==> src/sv/btre_pkg.sv <==
// ============================================================================
// btre_pkg
// Types, constants and reset tables shared by the typematic repeat engine.
// ============================================================================
`default_nettype none

package btre_pkg;

    localparam int NUM_ENTRIES   = 12;
    localparam int TIME_BITS     = 32;
    localparam int SKIPPED_ENTRY = 9;

    localparam int ENTRY_W   = 4;
    localparam int BUTTONS_W = 12;
    localparam int KEY_W     = 8;
    localparam int DELAY_W   = 16;
    localparam int RATE_W    = 16;
    localparam int NOW_W     = 32;

    localparam int S_DATA_W = 96;
    localparam int M_DATA_W = 16;

    localparam int OFF_BUTTONS   = 0;
    localparam int OFF_NOW       = OFF_BUTTONS + BUTTONS_W;
    localparam int OFF_CONNECTED = OFF_NOW + NOW_W;
    localparam int OFF_SUPPRESS  = OFF_CONNECTED + 1;
    localparam int OFF_INDEX     = OFF_SUPPRESS + 1;
    localparam int OFF_KEY       = OFF_INDEX + ENTRY_W;
    localparam int OFF_DELAY     = OFF_KEY + KEY_W;
    localparam int OFF_RATE      = OFF_DELAY + DELAY_W;

    localparam logic OP_POLL  = 1'b0;
    localparam logic OP_WRITE = 1'b1;

    localparam logic [DELAY_W-1:0] DPAD_DELAY = DELAY_W'(200);
    localparam logic [RATE_W-1:0]  DPAD_RATE  = RATE_W'(50);
    localparam int DPAD_FIRST = 4;
    localparam int DPAD_LAST  = 7;

    localparam logic [KEY_W-1:0] DEFAULT_KEYS [16] = '{
        8'd13, 8'd27, 8'd105, 8'd101, 8'd56, 8'd50, 8'd52, 8'd54,
        8'd27, 8'd77, 8'd82, 8'd115, 8'd0, 8'd0, 8'd0, 8'd0
    };

    typedef enum logic [1:0] {
        ST_IDLE,
        ST_SCAN,
        ST_FLUSH
    } state_t;

    typedef struct packed {
        logic                 held;
        logic [TIME_BITS-1:0] press;
        logic [TIME_BITS-1:0] rep;
    } entry_state_t;

    typedef struct packed {
        logic [KEY_W-1:0]   key;
        logic [DELAY_W-1:0] delay;
        logic [RATE_W-1:0]  rate;
    } entry_cfg_t;

    typedef struct packed {
        logic [KEY_W-1:0]   key;
        logic [ENTRY_W-1:0] entry;
        logic               rep;
    } result_t;

    typedef struct packed {
        logic st_we;
        logic emit;
        logic rep;
    } eval_ctl_t;

    function automatic entry_cfg_t default_cfg(input logic [ENTRY_W-1:0] idx);
        entry_cfg_t c;
        c.key = DEFAULT_KEYS[idx];
        if (int'(idx) >= DPAD_FIRST && int'(idx) <= DPAD_LAST) begin
            c.delay = DPAD_DELAY;
            c.rate  = DPAD_RATE;
        end else begin
            c.delay = '0;
            c.rate  = '0;
        end
        return c;
    endfunction

endpackage

`default_nettype wire

==> src/sv/button_typematic_repeat_engine_top.sv <==
// ============================================================================
// button_typematic_repeat_engine_top
// Typematic key repeat for a pad of mapped buttons, state held in memories.
// ============================================================================
// The slave channel takes one request at a time: a poll (tuser low) with a
// pressed mask and a millisecond time, or a mapping write (tuser high).
// A write is applied at its accept edge and produces nothing; s_tready stays
// high, so the next request can be taken on the next cycle. A poll that is
// disconnected or suppressed is likewise consumed with no walk. An active
// poll walks the entries one per cycle while the master side does not stall
// it, through a single read port of the state and mapping memories, skipping
// the unused entry. A poll occupies the block from its accept through the
// walk over the visited entries and a flush state; master side stalls
// lengthen this. Each key found is held one entry back so the last one of
// the poll can carry tlast. A key is offered on the master side after the
// next emitting entry is found or after the walk ends; the last key of a
// poll is offered from the flush state. When m_tready is low, the walk
// pauses at the next entry that needs to emit, without loss.
// Reset clears the per-entry valid bits at once, so held flags and stamps
// read as zero and the mappings read as their defaults; the block is ready
// in the first cycle after reset.
// ============================================================================
`default_nettype none

module button_typematic_repeat_engine_top (
    input  wire logic                          aclk,
    input  wire logic                          aresetn,
    input  wire logic                          s_tvalid,
    output logic                               s_tready,
    // buttons, now_ms, connected, suppress, entry_index, new_key, new_delay,
    // new_rate, zero fill
    input  wire logic [btre_pkg::S_DATA_W-1:0] s_tdata,
    // operation
    input  wire logic                          s_tuser,
    output logic                               m_tvalid,
    input  wire logic                          m_tready,
    // key_out, source_entry, zero fill
    output logic [btre_pkg::M_DATA_W-1:0]      m_tdata,
    // is_repeat
    output logic                               m_tuser,
    output logic                               m_tlast
);

    localparam logic [btre_pkg::ENTRY_W-1:0] FIRST_IDX =
        (btre_pkg::SKIPPED_ENTRY == 0) ? btre_pkg::ENTRY_W'(1) : '0;
    localparam logic FIRST_OK = (int'(FIRST_IDX) < btre_pkg::NUM_ENTRIES);

    btre_pkg::entry_state_t st_mem  [btre_pkg::NUM_ENTRIES];
    btre_pkg::entry_cfg_t   cfg_mem [btre_pkg::NUM_ENTRIES];

    btre_pkg::state_t                    state_reg, state_next;
    logic [btre_pkg::ENTRY_W-1:0]        idx_reg, idx_next;
    logic [btre_pkg::BUTTONS_W-1:0]      buttons_reg, buttons_next;
    logic [btre_pkg::TIME_BITS-1:0]      now_reg, now_next;
    logic [btre_pkg::NUM_ENTRIES-1:0]    st_vld_reg, st_vld_next;
    logic [btre_pkg::NUM_ENTRIES-1:0]    cfg_vld_reg, cfg_vld_next;
    logic                                pend_valid_reg, pend_valid_next;
    btre_pkg::result_t                   pend_reg, pend_next;
    logic                                out_valid_reg, out_valid_next;
    btre_pkg::result_t                   out_reg, out_next;
    logic                                out_last_reg, out_last_next;

    btre_pkg::entry_state_t              st_rd_reg;
    btre_pkg::entry_cfg_t                cfg_rd_reg;
    logic                                st_rvld_reg;
    logic                                cfg_rvld_reg;

    logic [btre_pkg::ENTRY_W-1:0]        rd_addr;
    logic                                st_we;
    logic                                cfg_we;
    logic [btre_pkg::ENTRY_W-1:0]        cfg_waddr;
    btre_pkg::entry_cfg_t                cfg_wdata;

    btre_pkg::entry_state_t              cur_st;
    btre_pkg::entry_cfg_t                cur_cfg;
    btre_pkg::entry_state_t              new_st;
    btre_pkg::eval_ctl_t                 ctl;
    logic [15:0]                         btn_ext;
    logic                                pressed;
    logic [btre_pkg::ENTRY_W:0]          step1;
    logic [btre_pkg::ENTRY_W:0]          step_idx;
    logic                                step_ok;
    logic                                s_acc;
    logic                                out_free;
    logic                                proceed;
    logic                                poll_active;

    assign s_acc    = s_tvalid && s_tready;
    assign s_tready = (state_reg == btre_pkg::ST_IDLE);
    assign out_free = !out_valid_reg || m_tready;

    assign cfg_waddr       = s_tdata[btre_pkg::OFF_INDEX +: btre_pkg::ENTRY_W];
    assign cfg_wdata.key   = s_tdata[btre_pkg::OFF_KEY +: btre_pkg::KEY_W];
    assign cfg_wdata.delay = s_tdata[btre_pkg::OFF_DELAY +: btre_pkg::DELAY_W];
    assign cfg_wdata.rate  = s_tdata[btre_pkg::OFF_RATE +: btre_pkg::RATE_W];
    assign cfg_we = s_acc && (s_tuser == btre_pkg::OP_WRITE) &&
                    (int'(cfg_waddr) < btre_pkg::NUM_ENTRIES);

    assign poll_active = s_tdata[btre_pkg::OFF_CONNECTED] &&
                         !s_tdata[btre_pkg::OFF_SUPPRESS];

    assign cur_st  = st_rvld_reg ? st_rd_reg : '0;
    assign cur_cfg = cfg_rvld_reg ? cfg_rd_reg : btre_pkg::default_cfg(idx_reg);
    assign btn_ext = 16'(buttons_reg);
    assign pressed = btn_ext[idx_reg];

    assign step1    = {1'b0, idx_reg} + 1'b1;
    assign step_idx = (int'(step1) == btre_pkg::SKIPPED_ENTRY) ? step1 + 1'b1 : step1;
    assign step_ok  = (int'(step_idx) < btre_pkg::NUM_ENTRIES);

    assign proceed = !ctl.emit || !pend_valid_reg || out_free;
    assign st_we   = (state_reg == btre_pkg::ST_SCAN) && proceed && ctl.st_we;

    btre_eval u_eval (
        .pressed (pressed),
        .now     (now_reg),
        .st_in   (cur_st),
        .cfg_in  (cur_cfg),
        .st_out  (new_st),
        .ctl     (ctl)
    );

    always_comb begin
        state_next      = state_reg;
        idx_next        = idx_reg;
        buttons_next    = buttons_reg;
        now_next        = now_reg;
        st_vld_next     = st_vld_reg;
        cfg_vld_next    = cfg_vld_reg;
        pend_valid_next = pend_valid_reg;
        pend_next       = pend_reg;
        out_valid_next  = out_valid_reg && !m_tready;
        out_next        = out_reg;
        out_last_next   = out_last_reg;
        rd_addr         = idx_reg;

        case (state_reg)
            btre_pkg::ST_IDLE: begin
                rd_addr = FIRST_IDX;
                if (cfg_we) begin
                    cfg_vld_next[cfg_waddr] = 1'b1;
                end
                if (s_acc && s_tuser == btre_pkg::OP_POLL && poll_active && FIRST_OK) begin
                    buttons_next = s_tdata[btre_pkg::OFF_BUTTONS +: btre_pkg::BUTTONS_W];
                    now_next     = s_tdata[btre_pkg::OFF_NOW +: btre_pkg::TIME_BITS];
                    idx_next     = FIRST_IDX;
                    state_next   = btre_pkg::ST_SCAN;
                end
            end
            btre_pkg::ST_SCAN: begin
                if (proceed) begin
                    if (ctl.st_we) begin
                        st_vld_next[idx_reg] = 1'b1;
                    end
                    if (ctl.emit) begin
                        if (pend_valid_reg) begin
                            out_valid_next = 1'b1;
                            out_next       = pend_reg;
                            out_last_next  = 1'b0;
                        end
                        pend_valid_next = 1'b1;
                        pend_next.key   = cur_cfg.key;
                        pend_next.entry = idx_reg;
                        pend_next.rep   = ctl.rep;
                    end
                    if (step_ok) begin
                        idx_next = step_idx[btre_pkg::ENTRY_W-1:0];
                        rd_addr  = step_idx[btre_pkg::ENTRY_W-1:0];
                    end else begin
                        state_next = btre_pkg::ST_FLUSH;
                    end
                end
            end
            btre_pkg::ST_FLUSH: begin
                if (!pend_valid_reg) begin
                    state_next = btre_pkg::ST_IDLE;
                end else if (out_free) begin
                    out_valid_next  = 1'b1;
                    out_next        = pend_reg;
                    out_last_next   = 1'b1;
                    pend_valid_next = 1'b0;
                    state_next      = btre_pkg::ST_IDLE;
                end
            end
            default: begin
                state_next = btre_pkg::ST_IDLE;
            end
        endcase
    end

    always_ff @(posedge aclk) begin
        if (!aresetn) begin
            state_reg      <= btre_pkg::ST_IDLE;
            st_vld_reg     <= '0;
            cfg_vld_reg    <= '0;
            pend_valid_reg <= 1'b0;
            out_valid_reg  <= 1'b0;
        end else begin
            state_reg      <= state_next;
            st_vld_reg     <= st_vld_next;
            cfg_vld_reg    <= cfg_vld_next;
            pend_valid_reg <= pend_valid_next;
            out_valid_reg  <= out_valid_next;
        end
    end

    always_ff @(posedge aclk) begin
        idx_reg      <= idx_next;
        buttons_reg  <= buttons_next;
        now_reg      <= now_next;
        pend_reg     <= pend_next;
        out_reg      <= out_next;
        out_last_reg <= out_last_next;
        st_rvld_reg  <= st_vld_reg[rd_addr];
        cfg_rvld_reg <= cfg_vld_reg[rd_addr];
    end

    always_ff @(posedge aclk) begin
        if (st_we) begin
            st_mem[idx_reg] <= new_st;
        end
        st_rd_reg <= st_mem[rd_addr];
    end

    always_ff @(posedge aclk) begin
        if (cfg_we) begin
            cfg_mem[cfg_waddr] <= cfg_wdata;
        end
        cfg_rd_reg <= cfg_mem[rd_addr];
    end

    assign m_tvalid = out_valid_reg;
    assign m_tdata  = btre_pkg::M_DATA_W'({out_reg.entry, out_reg.key});
    assign m_tuser  = out_reg.rep;
    assign m_tlast  = out_last_reg;

endmodule

`default_nettype wire

==> src/sv/btre_eval.sv <==
// ============================================================================
// btre_eval
// Per-entry decision: press edge, release, or timed auto repeat.
// ============================================================================
`default_nettype none

module btre_eval (
    input  wire logic                           pressed,
    input  wire logic [btre_pkg::TIME_BITS-1:0] now,
    input  wire btre_pkg::entry_state_t         st_in,
    input  wire btre_pkg::entry_cfg_t           cfg_in,
    output btre_pkg::entry_state_t              st_out,
    output btre_pkg::eval_ctl_t                 ctl
);

    logic [btre_pkg::TIME_BITS-1:0] since_press;
    logic [btre_pkg::TIME_BITS-1:0] since_rep;
    logic                           timer_due;

    assign since_press = now - st_in.press;
    assign since_rep   = now - st_in.rep;
    assign timer_due   = (since_press >= btre_pkg::TIME_BITS'(cfg_in.delay)) &&
                         (since_rep >= btre_pkg::TIME_BITS'(cfg_in.rate));

    always_comb begin
        st_out = st_in;
        ctl    = '0;
        if (pressed && !st_in.held) begin
            st_out.held  = 1'b1;
            st_out.press = now;
            st_out.rep   = now;
            ctl.st_we    = 1'b1;
            ctl.emit     = 1'b1;
        end else if (!pressed && st_in.held) begin
            st_out    = '0;
            ctl.st_we = 1'b1;
        end else if (pressed && st_in.held && cfg_in.rate != '0 && timer_due) begin
            st_out.rep = now;
            ctl.st_we  = 1'b1;
            ctl.emit   = 1'b1;
            ctl.rep    = 1'b1;
        end
    end

endmodule

`default_nettype wire
==> config.mk <==
export PLATFORM = sky130hd
export DESIGN_NAME = button_typematic_repeat_engine_top
export DESIGN_NICKNAME = d
export VERILOG_FILES = /design/src/sv/btre_pkg.sv /design/src/sv/button_typematic_repeat_engine_top.sv /design/src/sv/btre_eval.sv
export SDC_FILE = /design/constraint.sdc
export NUM_CORES = 2
export LEC_CHECK = 0
export BUFFER_PORTS_ARGS = -buffer_cell sky130_fd_sc_hd__buf_4
export CORE_ASPECT_RATIO = 2
export CORE_MARGIN = 10
export CORE_UTILIZATION = 54
export DETAILED_ROUTE_END_ITERATION = 10
export GPL_TIMING_DRIVEN = 0
export PLACE_DENSITY_LB_ADDON = 0.05
export REMOVE_ABC_BUFFERS = 1
export SYNTH_ARGS = -nofsm -noshare
export SYNTH_HDL_FRONTEND = slang
export SYNTH_HIERARCHICAL = 1
export SYNTH_SLANG_ARGS = --single-unit
==> constraint.sdc <==
create_clock -name aclk -period 12.2 [get_ports aclk]
set_clock_uncertainty 0.15 [all_clocks]
set_input_delay 0.61 -clock aclk [delete_from_list [all_inputs] [get_ports aclk]]
set_output_delay 0.61 -clock aclk [all_outputs]
set_load 0.01 [all_outputs]
==> impl_metrics.py <==
metrics = {
    "run_status": {
        "status": "finished, final reports clean",
    },
    "timing": {
        "slew_headroom_pct": 25.6,
        "fmax_mhz": 97.7,
        "tightest_slew_ns": 1.10,
        "setup_viol": 0,
        "fin_crit_sh_pct": 83.9,
        "slew_violations": 0,
        "rsz0062_at_grt": "no",
        "hold_violations": 0,
        "worst_hold_slack_ns": 0.100,
        "period_needed_ns": 10.23,
    },
    "routing": {
        "wl_um": 179000,
        "drt_iter0_drc": 3375,
        "vias_per_cell": 6.31,
        "post_drt_wl_per_cell_um": 28.5,
        "drtAntennaViolNets": 0,
        "vias": 39700,
        "drt_first_pass_iters": 6,
        "drc": 0,
    },
    "min_path": {
        "holdPathStages": 2,
        "hold_end": "st_vld_reg[10]",
        "hp-class": "input pin to flop",
        "hp-start": "aresetn",
    },
    "global_route": {
        "antenna_found_initial": 4,
        "overflow": 0,
        "grt_max_degree": 112,
        "grt_pass1_wl_um": 262000,
        "grt_pass1_vias": 39600,
        "grt_usage_pct": 27.4,
    },
    "worst_setup_path": {
        "r2r-start": "st_rvld_reg",
        "path_delay_family": "simple AND/OR/NAND/NOR gates",
        "rrSetupSlack_ns": 1.97,
        "crit_fanout": 65,
        "path_class": "flop to flop",
        "cp.depth": 31,
        "cp_common_cell": "buf_16",
        "crit_slowest_cell": "dfxtp_4",
        "cp-start-kind": "flop",
        "required_ns": 12.66,
        "timing.rr.end": "cfg_rd_reg[27]",
        "cp_slowest_stage_delay_ns": 0.96,
        "endpoint_kind": "flop",
        "path_buf_inv": 6,
        "r2r.worst_path.cells": 31,
        "arrival_ns": 10.69,
    },
    "floorplanning": {
        "core_sq_um": 114000,
        "die_w_um": 259,
        "dieArea_sq_um": 129000,
        "ios": 121,
        "die-height_um": 498,
        "rows": 175,
        "start_util_pct": 54.3,
    },
    "yosys": {
        "ys.flop_type": "edfxtp_1",
        "yosys_warnings": 6,
        "synth_seq_cells": 1470,
        "syn-instance-count": 4496,
        "seq_area_frac_synth_pct": 69.4,
        "avgSynthCellArea_sq_um": 13.7,
        "synth_edf_count": 1335,
        "synth_area_sq_um": 61700,
        "synth.distinct_cells": 89,
        "synthArstFlopShare_pct": 0,
    },
    "final_layout": {
        "nFillCells": 8475,
        "final_common_cell": "edfxtp_1",
        "mostFrequentLayoutCells": "1335 x edfxtp_1, 421 x a211oi_1, 325 x nand2_1",
        "final_util_pct": 62.7,
        "seq_area_sq_um": 42800,
        "drive_above_1_share_pct": 11.4,
        "syn2layout_area_growth_pct": 15.5,
        "largest_reg_flops": 780,
        "fin_nets": 4881,
        "multi_input_area_sq_um": 17400,
    },
    "power": {
        "total_leakage_power_nw": 24.9,
        "vdd_ir_drop_max_mv": 0.199,
        "p_per_area_nw_per_um2": 225,
    },
    "clocking": {
        "clk_pin_slew_ns": 0.07,
        "post_cts_resized": 0,
        "post_cts_buffers": 0,
        "ctsHtreeMaxLevel": 4,
        "clockBufferDepth": 3,
        "holdBufCountCts": 84,
        "cts_tree": "yes",
        "clkSinkCount": 1470,
        "cts_root_buf": "clkbuf_16",
        "numCtsBuffers": 130,
        "clkLatencyLatePin_ns": 0.77,
    },
    "flow_run": {
        "cap_violations": 0,
    },
    "placed_design": {
        "io_buffers": 110,
        "dp_hpwl_um": 112000,
        "globalplace.congestion": 0.932,
    },
}
==> area by class of cell <==
| type | instances | area share [%] |
|---|---|---|
| inverters | 117 | 0.616 |
| clock inverters | 56 | 0.717 |
| clock buffers | 185 | 5.24 |
| flip-flops and latches | 1470 | 60.1 |
| multi-input cells | 2605 | 24.4 |
| diodes | 4 | 0.0141 |
| well taps | 1504 | 2.64 |
| repair buffers | 346 | 6.29 |
==> Yosys cell counts, drive strengths merged, types with 12 or more instances <==
cell    number  share of area (%)
and3       220                2.2
o21a        50               0.61
inv        116               0.71
a211oi     430                5.3
a22o        72                1.0
o21ai       70               0.59
ha         108                2.2
and2       105                1.1
o32ai       96                1.4
buf        118                1.1
a21oi      300                2.4
dfxtp      135                4.4
nand4       24               0.24
a21o        32               0.39
nand2      332                2.1
mux2i      116                1.9
clkbuf     189                1.1
xor2        12               0.17
edfxtp    1335                 65
nand3       31               0.25
o211ai      14               0.17
xnor2       28               0.40
nor3        24               0.19
nor2       274                1.7
or3        100                1.0
==> logic make-up (layout without fill, tap and decap cells) <==
kind of cell	Yosys count	after routing	share of synthesized area, %
xor+xnor	40	40	0.568
mux	124	124	2.08
buf+inv	424	704	3.00
other cells	1	8	0.00608
flops	1470	1470	69.4
compound gates	1159	1159	13.3
fa+ha+maj	110	110	2.26
simple gates	1168	1168	9.42
==> report_power, final <==
part	internal, mW	total (mW)	switching, mW
Sequential	5.99	6.12	0.134
Clock	2.27	4.11	1.85
Combinational	2.00	5.80	3.80
Total	10.3	16.0	5.78
==> through the flow <==
step | total power, mW | setup TNS (ns) | area (sq um) | worst slack (ns) | std cells
after floorplan | 10.1 | -570.52 | 60300 | -6.13 | 4192
after global placement | 12.4 | -8277.59 | 63000 | -38.13 | 5806
after detailed placement | 12.0 | 0 | 66100 | 2.08 | 5958
after CTS | 16.1 | 0 | 71200 | 2.06 | 6283
after global routing | 16.7 | 0 | 71200 | 1.59 | 6287
final | 16.0 | 0 | 71200 | 1.97 | 6287
==> metal layers <==
layer	track usage [%]	up-vias	part of all wire [%]
li1	-	17700	-
met3	3.55	409	4.6
met4	14.1	0	5.3
met1	32.7	20200	39
met2	47.9	1387	51
met5	0	-	0
==> worst max path at each step <==
stage                     end         from  slack, ns
6_report       cfg_rd_reg[27]  st_rvld_reg       1.97
5_1_grt        cfg_rd_reg[27]  st_rvld_reg       1.59
4_1_cts        cfg_rd_reg[27]  st_rvld_reg       2.06
3_5_place_dp   cfg_rd_reg[27]  st_rvld_reg       2.08
3_3_place_gp    st_rd_reg[33]  st_rvld_reg     -38.13
2_1_floorplan   st_rd_reg[56]  st_rvld_reg      -6.13
(Power assumes the default switching activity.)
